`config.mk`:
```
export PLATFORM = sky130hd
export DESIGN_NAME = gtp_fp_stage
export DESIGN_NICKNAME = d
export VERILOG_FILES = /design/src/rtl/gelu_tanh_poly_bf16_macros.svh /design/src/rtl/gtp_pkg.sv /design/src/rtl/gtp_fp_stage.sv
export SDC_FILE = /design/constraint.sdc
export NUM_CORES = 2
export LEC_CHECK = 0
export ABC_AREA = 1
export BUFFER_PORTS_ARGS = -buffer_cell sky130_fd_sc_hd__clkbuf_2
export CORE_UTILIZATION = 50
export DETAILED_ROUTE_END_ITERATION = 7
export GPL_ROUTABILITY_DRIVEN = 0
export MAX_ROUTING_LAYER = met4
export PLACE_DENSITY = 0.66
export SLEW_MARGIN = 20
export SYNTH_ARGS = -nofsm -noshare
export SYNTH_HDL_FRONTEND = slang
export SYNTH_SLANG_ARGS = --single-unit
```
`constraint.sdc`:
```
create_clock -name clock -period 10.3 [get_ports clock]
set_input_delay 0.515 -clock clock [delete_from_list [all_inputs] [get_ports clock]]
set_output_delay 0.515 -clock clock [all_outputs]
set_load 0.005 [all_outputs]
```
`src/rtl/gelu_tanh_poly_bf16_macros.svh`:
```
// assertion macros for the gelu tanh bf16 block
// used by the top level only, no other dependencies
`ifndef GELU_TANH_POLY_BF16_MACROS_SVH
`define GELU_TANH_POLY_BF16_MACROS_SVH

// same-cycle implication, disabled in reset
`define GTP_ASSERT_NOW(lbl, clk, rst, ante, cons) \
   lbl: assert property (@(posedge clk) disable iff (rst) (ante) |-> (cons)) \
      else $error("gtp assertion failed");

// next-cycle implication, disabled in reset
`define GTP_ASSERT_NEXT(lbl, clk, rst, ante, cons) \
   lbl: assert property (@(posedge clk) disable iff (rst) (ante) |=> (cons)) \
      else $error("gtp assertion failed");

`endif

```
`src/rtl/gtp_pkg.sv`:
```
// shared types, fp32 constants and the operation schedule of the gelu pipeline
// no dependencies
package gtp_pkg;

   localparam int NOPS  = 22;
   localparam int DEPTH = 2 * NOPS + 1;
   localparam int CNT_W = $clog2(DEPTH + 1);

   typedef enum logic {OP_MUL, OP_ADD} op_type;
   typedef enum logic [2:0] {SRC_ACC, SRC_X, SRC_INNER, SRC_U, SRC_CONST, SRC_TANH} src_type;
   typedef enum logic [1:0] {DST_ACC, DST_INNER, DST_U} dst_type;

   // values that travel with an item down the pipeline
   typedef struct packed {
      logic [31:0] x;
      logic [31:0] inner;
      logic [31:0] u;
      logic [31:0] acc;
      logic        sat_pos;
      logic        sat_neg;
   } side_type;

   // fp32 bit patterns
   localparam logic [31:0] F_C1      = 32'h3F4C422A;
   localparam logic [31:0] F_C2      = 32'h3D372713;
   localparam logic [31:0] F_HALF    = 32'h3F000000;
   localparam logic [31:0] F_ONE     = 32'h3F800000;
   localparam logic [31:0] F_NEG_ONE = 32'hBF800000;
   localparam logic [31:0] F_K0      = 32'h3F7FEFB3;
   localparam logic [31:0] F_K2      = 32'hBEA83D5E;
   localparam logic [31:0] F_K4      = 32'h3DF14BAB;
   localparam logic [31:0] F_K6      = 32'hBD07B11C;
   localparam logic [31:0] F_K8      = 32'h3BC905E8;
   localparam logic [31:0] F_K10     = 32'hBA26E827;
   localparam logic [31:0] F_K12     = 32'h37E7A3E9;
   localparam logic [31:0] F_QNAN    = 32'h7FC00000;
   // bf16 magnitude of the saturation threshold 2.46875
   localparam logic [14:0] BF_XSAT_MAG = 15'h401E;
   localparam logic [15:0] BF_QNAN     = 16'h7FC0;

   // operation kind per slot
   function automatic op_type op_kind(int i);
      op_type k;
      case (i)
         3, 7, 9, 11, 13, 15, 17, 19: k = OP_ADD;
         default:                     k = OP_MUL;
      endcase
      return k;
   endfunction

   function automatic src_type op_src_a(int i);
      src_type s;
      case (i)
         0, 20:  s = SRC_X;
         5:      s = SRC_INNER;
         6:      s = SRC_CONST;
         19:     s = SRC_TANH;
         default: s = SRC_ACC;
      endcase
      return s;
   endfunction

   function automatic src_type op_src_b(int i);
      src_type s;
      case (i)
         0, 1, 3:                        s = SRC_X;
         5, 18:                          s = SRC_INNER;
         6, 8, 10, 12, 14, 16:           s = SRC_U;
         20:                             s = SRC_ACC;
         default:                        s = SRC_CONST;
      endcase
      return s;
   endfunction

   function automatic dst_type op_dst(int i);
      dst_type d;
      case (i)
         4:       d = DST_INNER;
         5:       d = DST_U;
         default: d = DST_ACC;
      endcase
      return d;
   endfunction

   function automatic logic [31:0] op_const(int i);
      logic [31:0] c;
      case (i)
         2:       c = F_C2;
         4:       c = F_C1;
         6:       c = F_K12;
         7:       c = F_K10;
         9:       c = F_K8;
         11:      c = F_K6;
         13:      c = F_K4;
         15:      c = F_K2;
         17:      c = F_K0;
         19:      c = F_ONE;
         21:      c = F_HALF;
         default: c = 32'h0;
      endcase
      return c;
   endfunction

endpackage

```
`src/rtl/gtp_fp_stage.sv`:
```
// two-stage fp32 multiply or add with round to nearest even, denormals kept
// depends on gtp_pkg
module gtp_fp_stage (
   input  logic               clock,
   input  logic               reset,
   input  gtp_pkg::op_type    op,
   input  logic               in_valid,
   output logic               in_ready,
   input  logic [31:0]        a,
   input  logic [31:0]        b,
   input  gtp_pkg::side_type  in_side,
   output logic               out_valid,
   input  logic               out_ready,
   output logic [31:0]        res,
   output gtp_pkg::side_type  out_side
);

   // unrounded result: value = mant * 2^(expo - 127 - 46)
   typedef struct packed {
      logic               special;
      logic [31:0]        spec;
      logic               sign;
      logic signed [10:0] expo;
      logic [47:0]        mant;
   } raw_type;

   function automatic logic [5:0] lzc48(logic [47:0] m);
      logic [5:0] n;
      n = 6'd48;
      for (int k = 0; k < 48; k++) begin
         if (m[k]) n = 6'(47 - k);
      end
      return n;
   endfunction

   // first half: specials, product or aligned sum
   function automatic raw_type stage_a(gtp_pkg::op_type o, logic [31:0] fa, logic [31:0] fb);
      raw_type     r;
      logic        nan_a, nan_b, inf_a, inf_b, zero_a, zero_b;
      logic [7:0]  ea, eb, ebig, esm, d;
      logic [23:0] ma, mb, mbig, msm;
      logic [47:0] wbig, wsm, wsh, sum;
      logic        sticky, swap, sbig;
      nan_a  = (fa[30:23] == 8'hFF) && (fa[22:0] != 23'h0);
      nan_b  = (fb[30:23] == 8'hFF) && (fb[22:0] != 23'h0);
      inf_a  = (fa[30:23] == 8'hFF) && (fa[22:0] == 23'h0);
      inf_b  = (fb[30:23] == 8'hFF) && (fb[22:0] == 23'h0);
      zero_a = (fa[30:0] == 31'h0);
      zero_b = (fb[30:0] == 31'h0);
      ea = (fa[30:23] == 8'h0) ? 8'd1 : fa[30:23];
      eb = (fb[30:23] == 8'h0) ? 8'd1 : fb[30:23];
      ma = {fa[30:23] != 8'h0, fa[22:0]};
      mb = {fb[30:23] != 8'h0, fb[22:0]};
      r = '0;
      if (o == gtp_pkg::OP_MUL) begin
         r.sign = fa[31] ^ fb[31];
         if (nan_a || nan_b || (inf_a && zero_b) || (inf_b && zero_a)) begin
            r.special = 1'b1;
            r.spec    = gtp_pkg::F_QNAN;
         end else if (inf_a || inf_b) begin
            r.special = 1'b1;
            r.spec    = {r.sign, 8'hFF, 23'h0};
         end else if (zero_a || zero_b) begin
            r.special = 1'b1;
            r.spec    = {r.sign, 31'h0};
         end else begin
            r.expo = signed'({3'b0, ea}) + signed'({3'b0, eb}) - 11'sd127;
            r.mant = {24'h0, ma} * {24'h0, mb};
         end
      end else begin
         swap = (fb[30:0] > fa[30:0]);
         ebig = swap ? eb : ea;
         esm  = swap ? ea : eb;
         mbig = swap ? mb : ma;
         msm  = swap ? ma : mb;
         sbig = swap ? fb[31] : fa[31];
         d    = ebig - esm;
         wbig = {1'b0, mbig, 23'h0};
         wsm  = {1'b0, msm, 23'h0};
         wsh  = wsm >> d;
         sticky = |(wsm & ~({48{1'b1}} << d));
         wsh[0] = wsh[0] | sticky;
         sum  = (fa[31] == fb[31]) ? (wbig + wsh) : (wbig - wsh);
         r.sign = sbig;
         r.expo = signed'({3'b0, ebig});
         r.mant = sum;
         if (nan_a || nan_b || (inf_a && inf_b && (fa[31] != fb[31]))) begin
            r.special = 1'b1;
            r.spec    = gtp_pkg::F_QNAN;
         end else if (inf_a) begin
            r.special = 1'b1;
            r.spec    = fa;
         end else if (inf_b) begin
            r.special = 1'b1;
            r.spec    = fb;
         end else if (zero_a && zero_b) begin
            r.special = 1'b1;
            r.spec    = {fa[31] & fb[31], 31'h0};
         end else if (sum == 48'h0) begin
            // exact cancellation gives plus zero
            r.special = 1'b1;
            r.spec    = 32'h0;
         end
      end
      return r;
   endfunction

   // second half: normalize, denormal shift, round and pack
   function automatic logic [31:0] stage_b(raw_type r);
      logic [5:0]         lz;
      logic signed [10:0] e_norm, rsh;
      logic [47:0]        mn;
      logic [7:0]         ef;
      logic               rst, rup;
      logic [30:0]        packed_w;
      logic [31:0]        y;
      lz     = lzc48(r.mant);
      e_norm = r.expo + 11'sd1 - signed'({5'b0, lz});
      rsh    = -r.expo;
      mn     = r.mant;
      ef     = 8'h0;
      rst    = 1'b0;
      if (e_norm >= 11'sd1) begin
         mn = r.mant << lz;
         ef = e_norm[7:0];
      end else if (r.expo > 11'sd0) begin
         mn = r.mant << r.expo[5:0];
      end else begin
         mn  = r.mant >> rsh[6:0];
         rst = |(r.mant & ~({48{1'b1}} << rsh[6:0]));
      end
      rup = mn[23] && ((|mn[22:0]) || rst || mn[24]);
      packed_w = {ef, mn[46:24]} + {30'h0, rup};
      if (r.special) begin
         y = r.spec;
      end else if (e_norm >= 11'sd255) begin
         y = {r.sign, 8'hFF, 23'h0};
      end else begin
         y = {r.sign, packed_w};
      end
      return y;
   endfunction

   logic              va_ff, vb_ff;
   logic              ra_ready, rb_ready;
   raw_type           raw_ff, raw_in;
   gtp_pkg::side_type sa_ff, sb_ff;
   logic [31:0]       res_ff, res_in;

   assign rb_ready = !vb_ff || out_ready;
   assign ra_ready = !va_ff || rb_ready;
   assign in_ready = ra_ready;
   assign raw_in   = stage_a(op, a, b);
   assign res_in   = stage_b(raw_ff);

   // valid bits
   always_ff @(posedge clock) begin
      if (reset) begin
         va_ff <= 1'b0;
         vb_ff <= 1'b0;
      end else begin
         if (ra_ready) va_ff <= in_valid;
         if (rb_ready) vb_ff <= va_ff;
      end
   end

   // payload registers
   always_ff @(posedge clock) begin
      if (ra_ready && in_valid) begin
         raw_ff <= raw_in;
         sa_ff  <= in_side;
      end
      if (rb_ready && va_ff) begin
         res_ff <= res_in;
         sb_ff  <= sa_ff;
      end
   end

   assign out_valid = vb_ff;
   assign res       = res_ff;
   assign out_side  = sb_ff;

endmodule

```
# Word-level counts from Yosys, hierarchy flattened
# Index checks and enable logic that the tools add are counted.
# word_totals
inputBits	199
register_bits	386
elab_cells	166
out_inout_bits	164
# op_classes
bitwise_logic	7
n_shift	6
order_cmp	4
n_mux	75
mul	1
reduce_logical	39
n_eq_ne	4
add_sub_neg	9
# ops
cell	n
two-way mux 6 bit	47
two-way mux 33 bit	8
two-way mux 59 bit	3
inverter 48 bit	2
OR reduction 48 bit	2
<< shifter 48 x 6 -> 47 bit	2
two-way mux 47 bit	2
two-way mux 93 bit	1
zero test 31 bit	2
adder 47 x 48 -> 48 bit	1
bitwise AND 47 x 48 -> 48 bit	1
bitwise AND 48 bit	1
zero test 48 bit	1
multiplier 24 x 24 -> 48 bit	1
two-way mux 24 bit	2
two-way mux 48 bit	1
<< shifter 48 x 7 -> 48 bit (first input constant)	1
<< shifter 48 x 8 -> 48 bit (first input constant)	1
>> shifter 47 x 8 -> 48 bit	1
>> shifter 48 x 7 -> 47 bit	1
subtractor 47 x 48 -> 48 bit	1
zero test 23 bit	2
nonzero test 23 bit	2
two-way mux 8 bit	5
other kinds (28)	54

# Longest topological paths before layout
# logic_depth
word_depth	58
ltp_mapped	82
depth_no_buf	81

# Worst setup path after synthesis
# Ideal clock, no wire load.
# synth_timing
path_type	input to register
from	in out_ready
to	reg sb_ff (netlist bit out_side[0]), enable pin
required_ps	9563
path_stages	2
n_path_buf	0
setup_ps	737
t_arrival_ps	8333
path_slack_ps	1230
path_cell_list	inv_1 > a21oi_1
# synth_between
elab_chain_len	2
# synth_lines
element	line	rtl
from (decl)	gtp_fp_stage.sv:13	input logic out_ready,
logical OR 1 bit	gtp_fp_stage.sv:150	assign rb_ready = !vb_ff || out_ready;
logical AND 1 bit	gtp_fp_stage.sv:173	if (rb_ready && va_ff) begin
to (signal assigned)	gtp_fp_stage.sv:175	sb_ff <= sa_ff;
to (decl)	gtp_fp_stage.sv:147	gtp_pkg::side_type sa_ff, sb_ff;
# No other way between the ends.
# A chain may end at the register's enable or synchronous reset.

==> metrics.txt <==
violated checks=design-rule violations; Synth Area per Inst=7.32 um^2; R2R depth=82; Final Worst Setup Slack=1180 ps; Initial Util=between 50% and 60%; TritonCTS clock tree=built; WP data required=between 10,000 and 15,000 ps; maximum clock frequency=roughly 110 MHz; postcts setup bufs=0; r2r startpoint=raw_ff[1]; Pwr per Cell Area=approximately 390 mW/mm^2; # fillers=9,690; wire length per cell=approximately 22 um; # rows=between 100 and 150; Slew Viols, Final=0; RSZ-0062 raised after global routing=no; status=complete, but fails checks; sequential element share of the synthesized area=a little under a quarter; most used cell, CP=nand2_1; Hold Vio Cnt, Final=0; vias post-DR=between 40,000 and 50,000; clk_lat worst skew=between 600 and 700 ps; nets@finish=8,111; async set-or-reset flop fraction in the synthesized netlist=0%; final clock period utilization by the worst path=between 80% and 90%; synthesis-to-finish area growth=8.90%; synth top area cells=edfxtp_1, fa_1, nand2_1; WHS=68.6 ps; GRT Residual Overflow=0; kind of end point of the critical path=flip-flop; crit path time final=9120 ps; Critical Path AT=around 9400 ps; EDFF count, synth=around 380; top cells by count, synth=nand2_1, inv_1, nand3_1, fa_1, nor2_1; hold-fix buffers at CTS=0; relative slew slack=about an eighth; final setup violation count=0; H-tree depth=2; Root Buffer=clkbuf_16; Worst Hold Class=primary input to flip-flop; post-route ant nets=0; core outline area=about 0.1 mm^2; vias in the first global route=approximately 46,000; gr usage total=between 30% and 40%; slowest CP cell=fa_1; clk sinks=386; Max stage delay on crit path=approximately 560 ps; Critical Path Fanout Max=18; Die ar.=between 0.1 and 0.15 mm^2; final core utilization=a little under three fifths; worst-margin pin slew=~1300 ps; ys flop type=edfxtp_1; post-synthesis cell area=0.0507 mm^2; P_leak=approximately 28 nW; Clock transition at path regs=70 ps; VDD IR-drop max=approximately 680 uV; Cells after Synth=6,922; largest net degree at the start of global routing=96; Post-CTS Resized=0; die width=approximately 320 um; Synth cell types=between 70 and 80; Max-cap violations=0; global-route wire length before repair=280,000 um; area leader, netlist=edfxtp_1; Num CTS Buffers=41; R2R Path End=res[16]; r2r setup slk=approximately 1200 ps; final wirelength=approximately 190,000 um; Worst Skew=between 70 and 80 ps; Detail Placement HPWL=approximately 150,000 um; Yosys warnings=0; setup TNS=0 ps; initial antenna violation count=9; worst-case clock buffer depth=3; drc violations=10; layout cells sized above 1=under 10%; port bufs=around 360; Vias/cell=about 5.8; Synth top area share=between 20 and 25%; Setup crit start kind=primary input; die height=roughly 320 um; CP startpoint=b[3]; #FFs+latches synth=~390; most frequent cell after synthesis=nand2_1; Initial DRT Pass Iterations=8; Top Ports=roughly 360; 1st-iter DRT viols=about 6,800; Worst Path Class, Setup=primary input to flip-flop; dpl ws=about 690 ps; worst setup path endpoint=raw_ff[44]
## stage by stage
step,power (mW),std cells,instance area [um^2]
4_1_cts,20.9,8500,55100
5_1_grt,23.0,8508,55200
3_3_place_gp,19.1,8425,53800
2_1_floorplan,13.8,6943,50700
3_5_place_dp,19.3,8425,53800
6_report,21.3,8508,55200
## final cells by class
| class | instances | area, um^2 | area share, % |
|---|---|---|---|
| diodes | 8 | 20.0 | 0.0363 |
| repair buffers | 484 | 2730 | 4.94 |
| multi-input cells | 4990 | 33200 | 60.2 |
| clock inverters | 25 | 302 | 0.546 |
| clock buffers | 50 | 1080 | 1.96 |
| well taps | 1357 | 1700 | 3.08 |
| inverters | 1208 | 4540 | 8.24 |
| flip-flops and latches | 386 | 11600 | 21.0 |
## layout by cell type (no fill, tap or decap), types with 18 or more instances in the layout
master and instances:
a21oi_1 233, nand3_1 702, fa_1 485, nor3_1 32, o22ai_1 33, inv_1 1165
ha_1 316, xor2_1 50, nand2_1 1849, o21a_1 18, conb_1 22, o21ai_0 360
inv_2 31, o21bai_1 21, nor2_1 409, xnor2_1 23, nand4_1 81, o21ai_1 45
nor2_2 20, nand2_2 35, a31oi_1 21, buf_4 122, o211ai_1 27, edfxtp_1 384
clkbuf_2 362, clkbuf_16 41
## critical path: cells and delay by family
| family | cells | cell delay [ps] |
|---|---|---|
| buffers and inverters | 8 | 1110 |
| AO/OA/AOI/OAI | 10 | 1800 |
| adder cells (fa/ha/maj) | 8 | 3920 |
| AND/OR/NAND/NOR | 17 | 1680 |
| XOR/XNOR | 1 | 350 |
## report_power, final
part	internal (mW)	leakage, nW	switching, mW
Combinational	5.93	23.6	11.3
Sequential	2.20	3.72	0.304
Clock	0.866	0.677	0.664
## worst min-delay path by stage
stage,startpoint,to,cells past startpoint
final,in_side[22],sa_ff[22],1
after global routing,in_side[22],sa_ff[22],1
after CTS,in_side[22],sa_ff[22],1
after detailed placement,sa_ff[19],out_side[19],0
after global placement,sa_ff[9],out_side[9],0
after floorplan,sa_ff[0],out_side[0],0
## flip-flops by register name, indices dropped and copies added, names as in the netlist
signal and count:
out_side 130, out_valid 1, raw_ff 92, res 32
sa_ff 130, va_ff 1
## layer usage
metal  part of all wire (%)  GRT usage [%]  vias to the layer above
met5                      0              -                        -
met4                    7.2           21.3                        0
met3                     11           7.00                      665
met2                     43           55.2                     3061
met1                     38           46.9                    22900
li1                       -              -                    22500
## cell families after synthesis
kind of cell | synth area share, %
buf+inv | 11.8
other cells | 0.00740
mux | 0.316
fa+ha+maj | 27.0
compound gates | 9.82
xor+xnor | 1.33
flops | 22.8
simple gates | 26.9
Power figures use the tool's default switching activity.
